**src/lcdwwc_pkg.sv**
```systemverilog
// lcdwwc_pkg: shared types and constants of the lcd window write controller
// no dependencies; used by the channel interfaces and every module
package lcdwwc_pkg;

    // register window offsets (bit 0 of the bus offset is dropped before compare)
    localparam logic [11:0] REG_CMD    = 12'h000;
    localparam logic [11:0] REG_DATA   = 12'h004;
    localparam logic [11:0] REG_RDREQ  = 12'h008;
    localparam logic [11:0] REG_SPARE0 = 12'h010;
    localparam logic [11:0] REG_SPARE1 = 12'h014;
    localparam logic [11:0] REG_SPARE2 = 12'h018;
    localparam logic [11:0] REG_STATUS = 12'h01c;

    // command codes
    localparam logic [31:0] CMD_NOP    = 32'h0000_0004;
    localparam logic [31:0] CMD_COLSET = 32'h0000_002a;
    localparam logic [31:0] CMD_ROWSET = 32'h0000_002b;
    localparam logic [31:0] CMD_MEMWR  = 32'h0000_002c;

    // status flags
    localparam logic [31:0] ST_FFEMPTY = 32'h8000_0000;
    localparam logic [31:0] ST_RREADY  = 32'h0000_4000;

    // access kinds
    localparam logic REQ_WRITE = 1'b0;
    localparam logic REQ_READ  = 1'b1;

    // error codes
    localparam logic [1:0] ERR_NONE    = 2'd0;
    localparam logic [1:0] ERR_BAD_CMD = 2'd1;
    localparam logic [1:0] ERR_BAD_REG = 2'd2;
    localparam logic [1:0] ERR_OFF_PNL = 2'd3;

    typedef enum logic [1:0] {
        CC_NONE = 2'd0,
        CC_COL  = 2'd1,
        CC_ROW  = 2'd2,
        CC_MEM  = 2'd3
    } t_cmd;

    typedef struct packed {
        logic [31:0] read_data;
        logic        pixel_valid;
        logic [16:0] pixel_index;
        logic [23:0] pixel_color;
        logic [1:0]  error_code;
    } t_result;

endpackage

```
**src/lcdwwc_req_if.sv**
```systemverilog
// lcdwwc_req_if: valid/ready channel carrying one bus access
// depends on lcdwwc_pkg
interface lcdwwc_req_if import lcdwwc_pkg::*; ();
    logic        valid;
    logic        ready;
    logic        req_type;
    logic [11:0] reg_offset;
    logic [31:0] write_data;

    modport source (output valid, output req_type, output reg_offset, output write_data,
                     input ready);
    modport sink   (input valid, input req_type, input reg_offset, input write_data,
                     output ready);
endinterface

```
**src/lcdwwc_rsp_if.sv**
```systemverilog
// lcdwwc_rsp_if: valid/ready channel carrying one access result
// depends on lcdwwc_pkg
interface lcdwwc_rsp_if import lcdwwc_pkg::*; ();
    logic        valid;
    logic        ready;
    logic [31:0] read_data;
    logic        pixel_valid;
    logic [16:0] pixel_index;
    logic [23:0] pixel_color;
    logic [1:0]  error_code;

    modport source (output valid, output read_data, output pixel_valid, output pixel_index,
                     output pixel_color, output error_code, input ready);
    modport sink   (input valid, input read_data, input pixel_valid, input pixel_index,
                     input pixel_color, input error_code, output ready);
endinterface

```
**src/lcd_window_write_controller.sv**
```systemverilog
// lcd_window_write_controller: bus access front end of an lcd register window
// with column/row address set and pixel streaming into framebuffer positions
// depends on lcdwwc_pkg, lcdwwc_req_if, lcdwwc_rsp_if, lcdwwc_engine, lcdwwc_out_stage
//
// usage
//   i_req carries one bus access per transaction (kind, byte offset, data)
//   o_rsp carries exactly one result per access: status read data, an
//   optional pixel write (index, color) and an error code
//   the result of an accepted access is registered and shown on o_rsp in
//   the cycle after acceptance
//   throughput is one access per cycle unless o_rsp stalls; the state update
//   and the result are formed in the cycle of acceptance, the row times width
//   product being the longest path, and a single result register holds the output
//   when o_rsp stalls the result register keeps its transaction and i_req
//   ready drops; the stall reaches the input in the same cycle
//   reset (synchronous, active low) empties the result register, clears the
//   command, window bounds, cursor and status, and marks the window as done
//   offsets 0x10, 0x14 and 0x18 are accepted and have no effect
module lcd_window_write_controller import lcdwwc_pkg::*; #(
    parameter int PANEL_WIDTH  = 240,
    parameter int PANEL_HEIGHT = 320
) (
    input  logic          i_clk,
    input  logic          i_rst_n,
    lcdwwc_req_if.sink    i_req,
    lcdwwc_rsp_if.source  o_rsp
);

    t_result w_result;
    logic    w_can_take;
    logic    w_accept;

    assign i_req.ready = w_can_take;
    assign w_accept    = i_req.valid && w_can_take;

    lcdwwc_engine #(
        .PANEL_WIDTH  (PANEL_WIDTH),
        .PANEL_HEIGHT (PANEL_HEIGHT)
    ) u_engine (
        .i_clk        (i_clk),
        .i_rst_n      (i_rst_n),
        .i_accept     (w_accept),
        .i_req_type   (i_req.req_type),
        .i_reg_offset (i_req.reg_offset),
        .i_write_data (i_req.write_data),
        .o_result     (w_result)
    );

    lcdwwc_out_stage u_out_stage (
        .i_clk      (i_clk),
        .i_rst_n    (i_rst_n),
        .i_load     (w_accept),
        .i_result   (w_result),
        .o_can_take (w_can_take),
        .o_rsp      (o_rsp)
    );

endmodule

```
**src/lcdwwc_engine.sv**
```systemverilog
// lcdwwc_engine: command, window bound and pixel cursor state; computes the
// result of one access from the state. depends on lcdwwc_pkg
module lcdwwc_engine import lcdwwc_pkg::*; #(
    parameter int PANEL_WIDTH  = 240,
    parameter int PANEL_HEIGHT = 320
) (
    input  logic        i_clk,
    input  logic        i_rst_n,
    input  logic        i_accept,
    input  logic        i_req_type,
    input  logic [11:0] i_reg_offset,
    input  logic [31:0] i_write_data,
    output t_result     o_result
);

    localparam logic [15:0] PanelW16 = 16'(PANEL_WIDTH);
    localparam logic [15:0] PanelH16 = 16'(PANEL_HEIGHT);
    localparam logic [16:0] PanelW17 = 17'(PANEL_WIDTH);

    logic        r_st_ffempty, n_st_ffempty;
    logic        r_st_rready,  n_st_rready;
    t_cmd        r_cmd,        n_cmd;
    logic        r_wants,      n_wants;
    logic [2:0]  r_count,      n_count;
    logic [7:0]  r_first,      n_first;
    logic [15:0] r_stg_start,  n_stg_start;
    logic [7:0]  r_high,       n_high;
    logic [15:0] r_col_start,  n_col_start;
    logic [15:0] r_col_end,    n_col_end;
    logic [15:0] r_row_start,  n_row_start;
    logic [15:0] r_row_end,    n_row_end;
    logic [15:0] r_cur_col,    n_cur_col;
    logic [15:0] r_cur_row,    n_cur_row;
    logic        r_done,       n_done;

    logic [11:0] w_reg;
    logic        w_is_read;
    logic        w_off_panel;
    logic [16:0] w_index;

    assign w_reg       = {i_reg_offset[11:1], 1'b0};
    assign w_is_read   = (i_req_type == REQ_READ);
    assign w_off_panel = (r_cur_col >= PanelW16) || (r_cur_row >= PanelH16);
    assign w_index     = 17'(r_cur_row) * PanelW17 + 17'(r_cur_col);

    always_comb begin
        logic [15:0] v_word;
        n_st_ffempty = r_st_ffempty;
        n_st_rready  = r_st_rready;
        n_cmd        = r_cmd;
        n_wants      = r_wants;
        n_count      = r_count;
        n_first      = r_first;
        n_stg_start  = r_stg_start;
        n_high       = r_high;
        n_col_start  = r_col_start;
        n_col_end    = r_col_end;
        n_row_start  = r_row_start;
        n_row_end    = r_row_end;
        n_cur_col    = r_cur_col;
        n_cur_row    = r_cur_row;
        n_done       = r_done;
        o_result     = '0;
        v_word       = 16'h0000;

        unique case (w_reg)
            REG_CMD: begin
                n_st_ffempty = 1'b1;
                n_st_rready  = 1'b0;
                if (!w_is_read) begin
                    n_count = 3'd0;
                    if (i_write_data == CMD_NOP) begin
                        n_cmd   = CC_NONE;
                        n_wants = 1'b0;
                    end else if (i_write_data == CMD_COLSET) begin
                        n_cmd   = CC_COL;
                        n_wants = 1'b1;
                    end else if (i_write_data == CMD_ROWSET) begin
                        n_cmd   = CC_ROW;
                        n_wants = 1'b1;
                    end else if (i_write_data == CMD_MEMWR) begin
                        n_cmd     = CC_MEM;
                        n_cur_col = r_col_start;
                        n_cur_row = r_row_start;
                        n_done    = (r_col_end < r_col_start) || (r_row_end < r_row_start);
                        n_wants   = !n_done;
                    end else begin
                        n_cmd               = CC_NONE;
                        n_wants             = 1'b0;
                        o_result.error_code = ERR_BAD_CMD;
                    end
                end
            end
            REG_DATA: begin
                n_st_ffempty = 1'b1;
                n_st_rready  = 1'b0;
                if (!w_is_read && r_wants) begin
                    if (r_cmd == CC_COL || r_cmd == CC_ROW) begin
                        case (r_count)
                            3'd0: n_first = i_write_data[7:0];
                            3'd1: n_stg_start = {r_first, 8'h00} | i_write_data[15:0];
                            3'd2: n_high = i_write_data[7:0];
                            default: begin
                                // fourth word applies the staged bounds
                                v_word = {r_high, 8'h00} | i_write_data[15:0];
                                if (r_cmd == CC_COL) begin
                                    n_col_start = r_stg_start;
                                    n_col_end   = v_word;
                                end else begin
                                    n_row_start = r_stg_start;
                                    n_row_end   = v_word;
                                end
                                n_wants = 1'b0;
                            end
                        endcase
                        n_count = r_count + 3'd1;
                    end else if (r_cmd == CC_MEM && !r_done) begin
                        if (w_off_panel) begin
                            o_result.error_code = ERR_OFF_PNL;
                        end else begin
                            o_result.pixel_valid = 1'b1;
                            o_result.pixel_index = w_index;
                            o_result.pixel_color = i_write_data[23:0];
                        end
                        // raster advance across the window
                        if (r_cur_col == r_col_end) begin
                            n_cur_col = r_col_start;
                            if (r_cur_row == r_row_end) begin
                                n_done  = 1'b1;
                                n_wants = 1'b0;
                            end else begin
                                n_cur_row = r_cur_row + 16'd1;
                            end
                        end else begin
                            n_cur_col = r_cur_col + 16'd1;
                        end
                    end
                end
            end
            REG_RDREQ: begin
                n_st_ffempty = 1'b0;
                n_st_rready  = 1'b1;
            end
            REG_SPARE0, REG_SPARE1, REG_SPARE2: begin
            end
            REG_STATUS: begin
                if (w_is_read) begin
                    o_result.read_data = (r_st_ffempty ? ST_FFEMPTY : 32'h0)
                                       | (r_st_rready ? ST_RREADY : 32'h0);
                end
            end
            default: begin
                o_result.error_code = ERR_BAD_REG;
            end
        endcase
    end

    always_ff @(posedge i_clk) begin
        if (!i_rst_n) begin
            r_st_ffempty <= 1'b0;
            r_st_rready  <= 1'b0;
            r_cmd        <= CC_NONE;
            r_wants      <= 1'b0;
            r_count      <= 3'd0;
            r_first      <= 8'h00;
            r_stg_start  <= 16'h0000;
            r_high       <= 8'h00;
            r_col_start  <= 16'h0000;
            r_col_end    <= 16'h0000;
            r_row_start  <= 16'h0000;
            r_row_end    <= 16'h0000;
            r_cur_col    <= 16'h0000;
            r_cur_row    <= 16'h0000;
            r_done       <= 1'b1;
        end else if (i_accept) begin
            r_st_ffempty <= n_st_ffempty;
            r_st_rready  <= n_st_rready;
            r_cmd        <= n_cmd;
            r_wants      <= n_wants;
            r_count      <= n_count;
            r_first      <= n_first;
            r_stg_start  <= n_stg_start;
            r_high       <= n_high;
            r_col_start  <= n_col_start;
            r_col_end    <= n_col_end;
            r_row_start  <= n_row_start;
            r_row_end    <= n_row_end;
            r_cur_col    <= n_cur_col;
            r_cur_row    <= n_cur_row;
            r_done       <= n_done;
        end
    end

endmodule

```
**src/lcdwwc_out_stage.sv**
```systemverilog
// lcdwwc_out_stage: result register between the engine and the result channel
// depends on lcdwwc_pkg and lcdwwc_rsp_if
module lcdwwc_out_stage import lcdwwc_pkg::*; (
    input  logic           i_clk,
    input  logic           i_rst_n,
    input  logic           i_load,
    input  t_result        i_result,
    output logic           o_can_take,
    lcdwwc_rsp_if.source   o_rsp
);

    logic    r_valid;
    t_result r_data;

    // a new result may enter when the slot is empty or is leaving this cycle
    assign o_can_take = !r_valid || o_rsp.ready;

    always_ff @(posedge i_clk) begin
        if (!i_rst_n) begin
            r_valid <= 1'b0;
        end else if (o_can_take) begin
            r_valid <= i_load;
        end
    end

    always_ff @(posedge i_clk) begin
        if (i_load && o_can_take) begin
            r_data <= i_result;
        end
    end

    assign o_rsp.valid       = r_valid;
    assign o_rsp.read_data   = r_data.read_data;
    assign o_rsp.pixel_valid = r_data.pixel_valid;
    assign o_rsp.pixel_index = r_data.pixel_index;
    assign o_rsp.pixel_color = r_data.pixel_color;
    assign o_rsp.error_code  = r_data.error_code;

endmodule
```
**src/flat_wrapper.sv**
```systemverilog
// flat-port wrapper written by rule: the top's interface ports become plain ports
module lcd_window_write_controller_flat import lcdwwc_pkg::*;
#(
    parameter int PANEL_WIDTH  = 240,
    parameter int PANEL_HEIGHT = 320
)
  (i_clk, i_rst_n, i_req_valid, i_req_req_type, i_req_reg_offset, i_req_write_data, i_req_ready, o_rsp_valid, o_rsp_read_data, o_rsp_pixel_valid, o_rsp_pixel_index, o_rsp_pixel_color, o_rsp_error_code, o_rsp_ready);
  lcdwwc_req_if i_req_i ();
  lcdwwc_rsp_if o_rsp_i ();
  input  logic i_clk;
  input  logic i_rst_n;
  input wire logic [$bits(i_req_i.valid)-1:0] i_req_valid;
  input wire logic [$bits(i_req_i.req_type)-1:0] i_req_req_type;
  input wire logic [$bits(i_req_i.reg_offset)-1:0] i_req_reg_offset;
  input wire logic [$bits(i_req_i.write_data)-1:0] i_req_write_data;
  output wire logic [$bits(i_req_i.ready)-1:0] i_req_ready;
  output wire logic [$bits(o_rsp_i.valid)-1:0] o_rsp_valid;
  output wire logic [$bits(o_rsp_i.read_data)-1:0] o_rsp_read_data;
  output wire logic [$bits(o_rsp_i.pixel_valid)-1:0] o_rsp_pixel_valid;
  output wire logic [$bits(o_rsp_i.pixel_index)-1:0] o_rsp_pixel_index;
  output wire logic [$bits(o_rsp_i.pixel_color)-1:0] o_rsp_pixel_color;
  output wire logic [$bits(o_rsp_i.error_code)-1:0] o_rsp_error_code;
  input wire logic [$bits(o_rsp_i.ready)-1:0] o_rsp_ready;
  assign i_req_i.valid = i_req_valid;
  assign i_req_i.req_type = i_req_req_type;
  assign i_req_i.reg_offset = i_req_reg_offset;
  assign i_req_i.write_data = i_req_write_data;
  assign i_req_ready = i_req_i.ready;
  assign o_rsp_valid = o_rsp_i.valid;
  assign o_rsp_read_data = o_rsp_i.read_data;
  assign o_rsp_pixel_valid = o_rsp_i.pixel_valid;
  assign o_rsp_pixel_index = o_rsp_i.pixel_index;
  assign o_rsp_pixel_color = o_rsp_i.pixel_color;
  assign o_rsp_error_code = o_rsp_i.error_code;
  assign o_rsp_i.ready = o_rsp_ready;
  lcd_window_write_controller #(.PANEL_WIDTH(PANEL_WIDTH), .PANEL_HEIGHT(PANEL_HEIGHT)) u_core (.i_clk(i_clk), .i_rst_n(i_rst_n), .i_req(i_req_i), .o_rsp(o_rsp_i));
endmodule
```
**config.mk**
```make
export PLATFORM = sky130hd
export DESIGN_NAME = lcd_window_write_controller_flat
export DESIGN_NICKNAME = d
export VERILOG_FILES = /design/src/lcdwwc_pkg.sv /design/src/lcdwwc_req_if.sv /design/src/lcdwwc_rsp_if.sv /design/src/lcd_window_write_controller.sv /design/src/lcdwwc_engine.sv /design/src/lcdwwc_out_stage.sv /design/src/flat_wrapper.sv
export SDC_FILE = /design/constraint.sdc
export NUM_CORES = 1
export LEC_CHECK = 0
export ABC_AREA = 0
export BUFFER_PORTS_ARGS = -buffer_cell sky130_fd_sc_hd__buf_2
export CAP_MARGIN = 20
export CORE_UTILIZATION = 50
export CTS_BUF_LIST = sky130_fd_sc_hd__clkbuf_16
export DETAILED_ROUTE_END_ITERATION = 7
export PLACE_DENSITY = 0.67
export SYNTH_ARGS = -nofsm -noshare
export SYNTH_HDL_FRONTEND = slang
export SYNTH_SLANG_ARGS = --single-unit
export TNS_END_PERCENT = 30
```
**constraint.sdc**
```tcl
create_clock -name i_clk -period 7.6 [get_ports i_clk]
set_input_delay 1.14 -clock i_clk [delete_from_list [all_inputs] [get_ports i_clk]]
set_output_delay 1.14 -clock i_clk [all_outputs]
set_load 0.01 [all_outputs]
```
==> out/summary.log, run 1 <==
[global_route] global-route wire length before repair 44,900 um
[layout] synthesis-to-layout area growth 10.8%
[synthesis] Distinct cells, synth 66
[layout] non-filler cells in the finished layout 1,637
[synthesis] Mapped Avg Cell Area 8.45 um2
[floorplan] Die Footprint 22,400 um2
[timing] Sum Neg Setup Slack 0 ns
[timing] Relative slew margins 28.0%
[worst_setup_path] Worst Setup Start Kind flip-flop
[worst_setup_path] Worst Setup Path Type flip-flop to flip-flop
[layout] Inserted Diodes 0
[placement] DP HPWL 20,900 um
[placement] input/output buffers 95
[synthesis] Post-Synthesis Cell Area 10,900 um2
[global_route] number of antenna violations at the first check in global routing 1
[power_and_ir_drop] Leakage Power 5.02 nW
[worst_setup_path] sort of element at the end of the critical path flip-flop
[synthesis] share of the synthesized area in the top cell type 25.3%
[floorplan] Die Y-Extent 150 um
[clock_tree] TritonCTS Buffers 17
[worst_setup_path] data arrival time of the critical path 5.15 ns
[clock_tree] insertion delay to the later sink of the worst-skew pair 0.44 ns
[worst_setup_path] Reg-to-Reg End u_core.u_out_stage.o_rsp.pixel_index[16]
[power_and_ir_drop] Power Density 167 nW/um2
[synthesis] synthesized netlist cell count 1,291
[layout] commonest non-fill, non-tap cell in the layout sky130_fd_sc_hd__nand2_1
[power_and_ir_drop] Flop pwr share 50.4%
[drt] Antenna Nets Post-Route 0
[synthesis] post-synthesis cell type with the largest combined area sky130_fd_sc_hd__dfxtp_1
[power_and_ir_drop] switching part of the total 26.2%
[timing] maximum clock skew at final layout 0.0159 ns
[clock_tree] setup fix buffers added after clock tree synthesis 0
[clock_tree] count of hold buffers inserted by post-cts repair 0
[layout] sequential cell area in the final layout 4140 um2
[clock_tree] clock sink count 184
[timing] final setup violating endpoints 0
[synthesis] number of register bits inferred by synthesis 184
[clock_tree] number of levels in the clock H-tree 4
[synthesis] share of synthesized area occupied by flip-flops and latches 38.0%
[layout] most frequent cells in the layout sky130_fd_sc_hd__nand2_1 (231), sky130_fd_sc_hd__dfxtp_1 (138), sky130_fd_sc_hd__a21oi_1 (136)
[global_route] all-layer global routing usage 26.2%
[synthesis] cell types with the largest area share after synthesis sky130_fd_sc_hd__dfxtp_1 (25%), sky130_fd_sc_hd__edfxtp_1 (13%), sky130_fd_sc_hd__ha_1 (8.9%)
[hold_path] sink of the worst hold path u_core.u_engine.r_row_start[10]
[placement] DP Cell Count 1,602
[floorplan] I/O pin count 127
[timing] slew at the pin closest to its max-slew limit 1.08 ns
[status] run status complete, no violations
[worst_setup_path] WP data required 7.77 ns
[layout] Filler cells 1,952
[power_and_ir_drop] combinational share of power 4.2%
[synthesis] async set-or-reset flop fraction in the synthesized netlist 0%
[drt] total number of vias 9,239
[global_route] sum of overflow across all layers after global routing 0
[power_and_ir_drop] worst IR drop on VDD 0.162 mV
[timing] count of final hold-check violations 0
[global_route] via count of the first global-routing pass 8,199
[floorplan] area inside the core boundary 21,200 um2
[drt] WL/cell 17.7 um
[placement] gp weighted congestion 0.920
[clock_tree] clock tree from TritonCTS yes
[timing] FMAX 0.201 GHz
[global_route] largest net degree at the start of global routing 102
[layout] fraction of final layout cells sized beyond drive strength 1 12.4%
[clock_tree] Max Root-Sink Buffers 2
[synthesis] Most used DFF post-synth sky130_fd_sc_hd__dfxtp_1
[hold_path] worst hold-check path type flip-flop to flip-flop
[synthesis] number of warning messages in the yosys log 0
[drt] detailed-route DRC error count 0
[power_and_ir_drop] clock network power share 45.4%
[drt] first-pass iteration count of the detailed router 6
[hold_path] beginning of the worst hold path u_core.u_engine.r_row_start[10]
[layout] number of nets in the layout 1,496
[timing] final clock period utilization by the worst path 65.5%
[hold_path] number of cells traversed by the worst hold path 2
[worst_setup_path] depth of the most critical reg-to-reg path 17
[timing] final max-slew violation count 0
[power_and_ir_drop] net load switching power 0.527 mW
[worst_setup_path] Reg-to-Reg Start u_core.u_engine.r_cur_row[2]
[floorplan] site row count 53
[floorplan] starting utilization of the core area 51.4%
[clock_tree] number of cells upsized or downsized after cts 0
[drt] DRT iter0 DRCs 629
[worst_setup_path] maximum fanout count along the critical path 8
[clock_tree] clock transition at the registers of the reported paths 0.08 ns
[layout] multi-input logic area 6060 um2
[clock_tree] clock root buffer sky130_fd_sc_hd__clkbuf_16
[power_and_ir_drop] Internal Pwr Total 1.49 mW
[timing] Min Clock Period, post-route 4.98 ns
[drt] vias per cell 5.64
[run] # Max-Cap Violations 0
[timing] setup repair after global routing missed its margin false
[drt] final routed wirelength across all metal layers 29,000 um
[worst_setup_path] r2r setup slk 2.62 ns
[synthesis] number of synthesized flops with an enable pin 46
[floorplan] die width 150 um
cell type report:
class	instances	share of cell area (%)
Timing Repair Buffer	106	5.05
Multi-Input combinational cell	960	50.2
Inverter	80	2.49
Tap cell	275	2.85
Sequential cell	184	34.3
Clock buffer	17	3.52
Clock inverter	15	1.63
cells by family (layout without fill, tap and decap cells):
group / after synthesis / count (layout) / share of synthesized area (%)
other cells: 1 / 30 / 0.0344
xor+xnor: 54 / 54 / 4.34
buf+inv: 176 / 218 / 7.56
flops: 184 / 184 / 38.0
simple gates: 489 / 489 / 21.4
mux: 4 / 4 / 0.367
fa+ha+maj: 98 / 98 / 12.6
compound gates: 285 / 285 / 15.6
power groups by stage:
stage	Sequential (mW)	Combinational, mW	Clock (mW)
final	1.02	0.0836	0.914
after global routing	1.02	0.0900	0.961
after CTS	1.02	0.0814	0.927
after detailed placement	1.04	0.0814	0
after global placement	1.04	0.0811	0
after floorplan	1.05	0.0432	0
sequential cells by signal, summed over array words and instances (netlist names), 3 cells and up:
register	flops
u_core.u_out_stage.o_rsp.pixel_color	24
u_core.u_out_stage.o_rsp.pixel_index	17
u_core.u_engine.r_col_end	16
u_core.u_engine.r_col_start	16
u_core.u_engine.r_cur_col	16
u_core.u_engine.r_cur_row	16
u_core.u_engine.r_row_end	16
u_core.u_engine.r_row_start	16
u_core.u_engine.r_stg_start	16
u_core.u_engine.r_first	8
u_core.u_engine.r_high	8
u_core.u_engine.r_count	3
per-layer routing:
layer	global-route usage (%)	wire, um	share of wire, %	vias up
li1	-	-	-	4522
met1	37.3	13300	46	4398
met2	40.7	13400	46	285
met3	4.39	1780	6.1	32
met4	7.17	533	1.8	2
met5	0	9	0.031	-
how the worst max path moves through the flow:
stage,start,endpoint,cells after the start
after global placement,u_core.u_engine.r_cur_row[2],u_core.u_out_stage.o_rsp.pixel_index[16],17
final,u_core.u_engine.r_cur_row[2],u_core.u_out_stage.o_rsp.pixel_index[16],17
after global routing,u_core.u_engine.r_cur_row[2],u_core.u_out_stage.o_rsp.pixel_index[16],17
after CTS,u_core.u_engine.r_cur_row[2],u_core.u_out_stage.o_rsp.pixel_index[16],17
after detailed placement,u_core.u_engine.r_cur_row[2],u_core.u_out_stage.o_rsp.pixel_index[16],17
after floorplan,u_core.u_engine.r_cur_row[0],u_core.u_out_stage.o_rsp.pixel_index[16],18
synth_stat cells, drive strengths merged, types with 4 or more instances:
cell	n
or3	11
and3	42
a21oi	139
nand3	21
o22ai	5
nand3b	8
nor2b	5
a211oi	10
and2	11
fa	20
nand2	232
mux2i	4
nand2b	12
buf	49
nand4	9
inv	79
o21a	6
nor2	69
a31o	11
dfxtp	138
a21o	19
clkbuf	47
o21ai	54
a31oi	6
ha	78
edfxtp	46
xnor2	14
nor3	29
or2	5
xor2	40
nor4	29
per-stage QoR:
stage / util, % / hold WS [ns] / setup slack (ns) / power [mW] / instance area (um2)
after floorplan: - / 0.432 / 3.19 / 1.09 / 11000
after global placement: 53.7 / 0.439 / 2.73 / 1.12 / 11400
after detailed placement: 53.7 / 0.445 / 2.66 / 1.12 / 11400
after CTS: 56.6 / 0.456 / 2.64 / 2.02 / 12000
after global routing: 57.0 / 0.477 / 2.35 / 2.07 / 12100
final: 57.0 / 0.456 / 2.62 / 2.01 / 12100
critical path, cell delays in order (launching register included):
cell	delay (ns)
sky130_fd_sc_hd__dfxtp_1	0.55
sky130_fd_sc_hd__inv_1	0.18
sky130_fd_sc_hd__fa_1	0.51
sky130_fd_sc_hd__fa_1	0.51
sky130_fd_sc_hd__inv_1	0.05
sky130_fd_sc_hd__ha_1	0.33
sky130_fd_sc_hd__a21oi_1	0.22
sky130_fd_sc_hd__nor2b_1	0.08
sky130_fd_sc_hd__o21a_1	0.19
sky130_fd_sc_hd__o41ai_1	0.57
sky130_fd_sc_hd__xnor2_1	0.14
sky130_fd_sc_hd__ha_1	0.38
sky130_fd_sc_hd__nand3_1	0.09
sky130_fd_sc_hd__o311ai_0	0.45
sky130_fd_sc_hd__a21o_1	0.19
sky130_fd_sc_hd__a21oi_1	0.07
sky130_fd_sc_hd__xnor2_1	0.16
sky130_fd_sc_hd__nor2_1	0.05
Power figures use the tool's default switching activity.
==> run 2, diff against run 1 <==
==> constraint.sdc (replaced) <==
create_clock -name i_clk -period 4.8 [get_ports i_clk]
set_input_delay 0.72 -clock i_clk [delete_from_list [all_inputs] [get_ports i_clk]]
set_output_delay 0.72 -clock i_clk [all_outputs]
set_load 0.01 [all_outputs]
==> run 2 against run 1 <==
  * Wire length grew 0.80%
  * Clock-buffer cell count is the same
  * Via count grew 0.79%
  * Critical path depth grew 2
  * Highest routed layer is now met4
  * Fmax grew 11%
  * Clock power grew 58%
==> out/summary.log, run 2 (same netlist as run 1, synthesis figures left out) <==
[drt] Antenna Nets Post-Route 0 [unchanged]
[timing] maximum clock skew at final layout 0.0163 ns [+0.000361 ns]
[timing] FMAX 0.223 GHz [+11%]
[layout] number of nets in the layout 1,508 [+0.80%]
[power_and_ir_drop] worst IR drop on VDD 0.232 mV [+43%]
[worst_setup_path] WP data required 4.99 ns [-2.78 ns]
[timing] count of final hold-check violations 0 [unchanged]
[timing] slew at the pin closest to its max-slew limit 1.04 ns [-0.0361 ns]
[layout] number of flip-flops in the largest register 24 [unchanged]
[timing] final clock period utilization by the worst path 93.5% [+28 points]
[drt] DRT iter0 DRCs 791 [+26%]
[floorplan] Die Y-Extent 150 um [unchanged]
[drt] vias per cell 5.65 [about the same]
[clock_tree] insertion delay to the later sink of the worst-skew pair 0.45 ns [about the same]
[clock_tree] number of cells upsized or downsized after cts 0 [unchanged]
[timing] Min Clock Period, post-route 4.49 ns [-0.491 ns]
[layout] Inserted Diodes 0 [unchanged]
[global_route] sum of overflow across all layers after global routing 0 [unchanged]
[worst_setup_path] dominant delay contributor by cell family on the critical path adder cells
[worst_setup_path] maximum fanout count along the critical path 4 [-4]
[clock_tree] clock tree from TritonCTS yes
[clock_tree] setup fix buffers added after clock tree synthesis 0 [unchanged]
[clock_tree] TritonCTS Buffers 17 [unchanged]
[worst_setup_path] worst-path cell with the longest stage delay sky130_fd_sc_hd__fa_1
[layout] commonest non-fill, non-tap cell in the layout sky130_fd_sc_hd__nand2_1
[clock_tree] count of hold buffers inserted by post-cts repair 0 [unchanged]
[global_route] number of antenna violations at the first check in global routing 0 [-1]
[drt] first-pass iteration count of the detailed router 5 [-1]
[placement] input/output buffers 95 [unchanged]
[power_and_ir_drop] net load switching power 0.827 mW [+57%]
[layout] most frequent cells in the layout sky130_fd_sc_hd__nand2_1 (231), sky130_fd_sc_hd__dfxtp_1 (138), sky130_fd_sc_hd__a21oi_1 (136)
[drt] total number of vias 9,312 [+0.79%]
[placement] DP HPWL 21,300 um [+1.9%]
[power_and_ir_drop] switching part of the total 26.0% [-0.16 points]
[floorplan] die width 150 um [unchanged]
[floorplan] site row count 53 [unchanged]
[drt] detailed-route DRC error count 0 [unchanged]
[power_and_ir_drop] combinational share of power 4.1% [about the same]
[global_route] met2 routing resource usage after global routing 41.5% [+0.74 points]
[global_route] busiest layer in global routing met2
[power_and_ir_drop] Flop pwr share 50.6% [+0.2 points]
[global_route] largest net degree at the start of global routing 100 [-2.0%]
[floorplan] Die Footprint 22,400 um2 [unchanged]
[layout] Finished Core Util 57.3% [+0.31 points]
[worst_setup_path] Worst Setup Start Kind flip-flop
[status] run status complete, no violations
[worst_setup_path] data arrival time of the critical path 4.67 ns [-0.48 ns]
[global_route] met1 usage in global routing 37.4% [about the same]
[hold_path] worst hold-check path type flip-flop to flip-flop
[layout] Filler cells 1,971 [+0.97%]
[worst_setup_path] depth of the most critical reg-to-reg path 19 [+2]
[timing] Sum Neg Setup Slack 0 ns [unchanged]
[global_route] met3 routing resource usage after global routing 3.78% [-0.61 points]
[clock_tree] clock sink count 184 [unchanged]
[power_and_ir_drop] Internal Pwr Total 2.35 mW [+58%]
[worst_setup_path] number of buffers and inverters on the critical path 3 [+1]
[floorplan] area inside the core boundary 21,200 um2 [unchanged]
[hold_path] beginning of the worst hold path u_core.u_engine.r_row_start[4]
[global_route] all-layer global routing usage 26.5% [+0.33 points]
[hold_path] sink of the worst hold path u_core.u_engine.r_row_start[4]
[clock_tree] clock transition at the registers of the reported paths 0.08 ns [about the same]
[timing] final setup violating endpoints 0 [unchanged]
[power_and_ir_drop] clock network power share 45.3% [about the same]
[run] # Max-Cap Violations 0 [unchanged]
[layout] synthesis-to-layout area growth 11.4%
[timing] final max-slew violation count 0 [unchanged]
[worst_setup_path] worst path cell trace fa_1 > inv_1 > fa_1 > inv_1 > ha_1 > a21o_1 > a21oi_1 > nor2b_1 > o21a_1 > o41ai_1 > buf_4 > xnor2_1 > ha_1 > nand3_1 > o311ai_1 > a21o_1 > a21oi_1 > xnor2_1 > nor2_1
[drt] final routed wirelength across all metal layers 29,300 um [+0.80%]
[drt] WL/cell 17.7 um [about the same]
[clock_tree] clock root buffer sky130_fd_sc_hd__clkbuf_16
[worst_setup_path] sort of element at the end of the critical path flip-flop
[global_route] global-route wire length before repair 45,300 um [+0.91%]
[timing] Relative slew margins 30.4% [+2.4 points]
[worst_setup_path] Reg-to-Reg End u_core.u_out_stage.o_rsp.pixel_index[16]
[global_route] via count of the first global-routing pass 8,402 [+2.5%]
[placement] gp weighted congestion 0.912 [-0.88%]
[worst_setup_path] Reg-to-Reg Start u_core.u_engine.r_cur_row[0]
[power_and_ir_drop] Power Density 262 nW/um2 [+57%]
[hold_path] number of cells traversed by the worst hold path 2 [unchanged]
[worst_setup_path] r2r setup slk 0.31 ns [-2.31 ns]
[clock_tree] Max Root-Sink Buffers 2 [unchanged]
[worst_setup_path] Worst Setup Path Type flip-flop to flip-flop
[worst_setup_path] critical path's largest stage delay 0.56 ns [about the same]
[power_and_ir_drop] Leakage Power 5.07 nW [+1.1%]
[layout] fraction of final layout cells sized beyond drive strength 1 13.2% [+0.76 points]
[timing] setup repair after global routing missed its margin false
[clock_tree] number of levels in the clock H-tree 4 [unchanged]
[floorplan] starting utilization of the core area 51.4% [unchanged]
[floorplan] I/O pin count 127 [unchanged]
[run 2: cell types whose count changed in the layout (fill, tap and decap cells not counted)]
cell,change
sky130_fd_sc_hd__o311ai_1,+1
sky130_fd_sc_hd__clkinv_8,+1
sky130_fd_sc_hd__o311ai_0,-1
sky130_fd_sc_hd__buf_16,-1
sky130_fd_sc_hd__buf_12,-1
sky130_fd_sc_hd__inv_6,-1
sky130_fd_sc_hd__buf_8,+1
sky130_fd_sc_hd__clkinv_2,+1
sky130_fd_sc_hd__inv_4,+1
sky130_fd_sc_hd__buf_4,+13
sky130_fd_sc_hd__clkinv_4,-2
[run 2: power by group through the flow]
stage | logic (mW) | clock network (mW) | registers, mW
after floorplan | 0.0684 | 0 | 1.66
after global placement | 0.130 | 0 | 1.64
after detailed placement | 0.130 | 0 | 1.64
after CTS | 0.131 | 1.46 | 1.61
after global routing | 0.142 | 1.52 | 1.61
final | 0.131 | 1.44 | 1.61
[run 2: area by class of cell]
| cell class | count | area (um2) | area share (%) |
|---|---|---|---|
| Tap cell | 275 | 344 | 2.83 |
| Clock inverter | 15 | 198 | 1.63 |
| Timing Repair Buffer | 118 | 676 | 5.56 |
| Clock buffer | 17 | 425 | 3.50 |
| Inverter | 80 | 302 | 2.48 |
| Sequential cell | 184 | 4140 | 34.1 |
| Multi-Input combinational cell | 960 | 6060 | 49.9 |
[run 2: metal layers]
metal  share of wire, %  wire, um
met1                 46     13500
met2                 46     13500
met3                5.5      1600
met4                2.1       609
met5                  0         0
[run 2: how the worst max path moves through the flow]
stage | start | end | slack [ns] | cells after the start
after floorplan | u_core.u_engine.r_cur_row[0] | u_core.u_out_stage.o_rsp.pixel_index[16] | 0.39 | 18
after global placement | u_core.u_engine.r_cur_row[0] | u_core.u_out_stage.o_rsp.pixel_index[16] | 0.29 | 19
after detailed placement | u_core.u_engine.r_cur_row[0] | u_core.u_out_stage.o_rsp.pixel_index[16] | 0.20 | 19
after CTS | u_core.u_engine.r_cur_row[0] | u_core.u_out_stage.o_rsp.pixel_index[16] | 0.17 | 19
after global routing | u_core.u_engine.r_cur_row[2] | u_core.u_out_stage.o_rsp.pixel_index[16] | 0.03 | 18
final | u_core.u_engine.r_cur_row[0] | u_core.u_out_stage.o_rsp.pixel_index[16] | 0.31 | 19
[run 2: metrics by stage]
stage | hold slack, ns | worst slack (ns) | cell area, um2 | power [mW] | std cells
3_3_place_gp | 0.439 | 0.293 | 11500 | 1.77 | 1615
2_1_floorplan | 0.432 | 0.390 | 11000 | 1.73 | 1320
3_5_place_dp | 0.445 | 0.196 | 11500 | 1.78 | 1615
5_1_grt | 0.472 | 0.0312 | 12200 | 3.28 | 1649
6_report | 0.454 | 0.311 | 12200 | 3.18 | 1649
4_1_cts | 0.454 | 0.167 | 12100 | 3.20 | 1647
[run 2: worst reg2reg max path: stages (launching register included)]
cell	delay (ns)
sky130_fd_sc_hd__dfxtp_1	0.33
sky130_fd_sc_hd__fa_1	0.56
sky130_fd_sc_hd__inv_1	0.05
sky130_fd_sc_hd__fa_1	0.47
sky130_fd_sc_hd__inv_1	0.06
sky130_fd_sc_hd__ha_1	0.28
sky130_fd_sc_hd__a21o_1	0.17
sky130_fd_sc_hd__a21oi_1	0.20
sky130_fd_sc_hd__nor2b_1	0.08
sky130_fd_sc_hd__o21a_1	0.18
sky130_fd_sc_hd__o41ai_1	0.29
sky130_fd_sc_hd__buf_4	0.19
sky130_fd_sc_hd__xnor2_1	0.06
sky130_fd_sc_hd__ha_1	0.35
sky130_fd_sc_hd__nand3_1	0.10
sky130_fd_sc_hd__o311ai_1	0.41
sky130_fd_sc_hd__a21o_1	0.19
sky130_fd_sc_hd__a21oi_1	0.07
sky130_fd_sc_hd__xnor2_1	0.14
sky130_fd_sc_hd__nor2_1	0.05
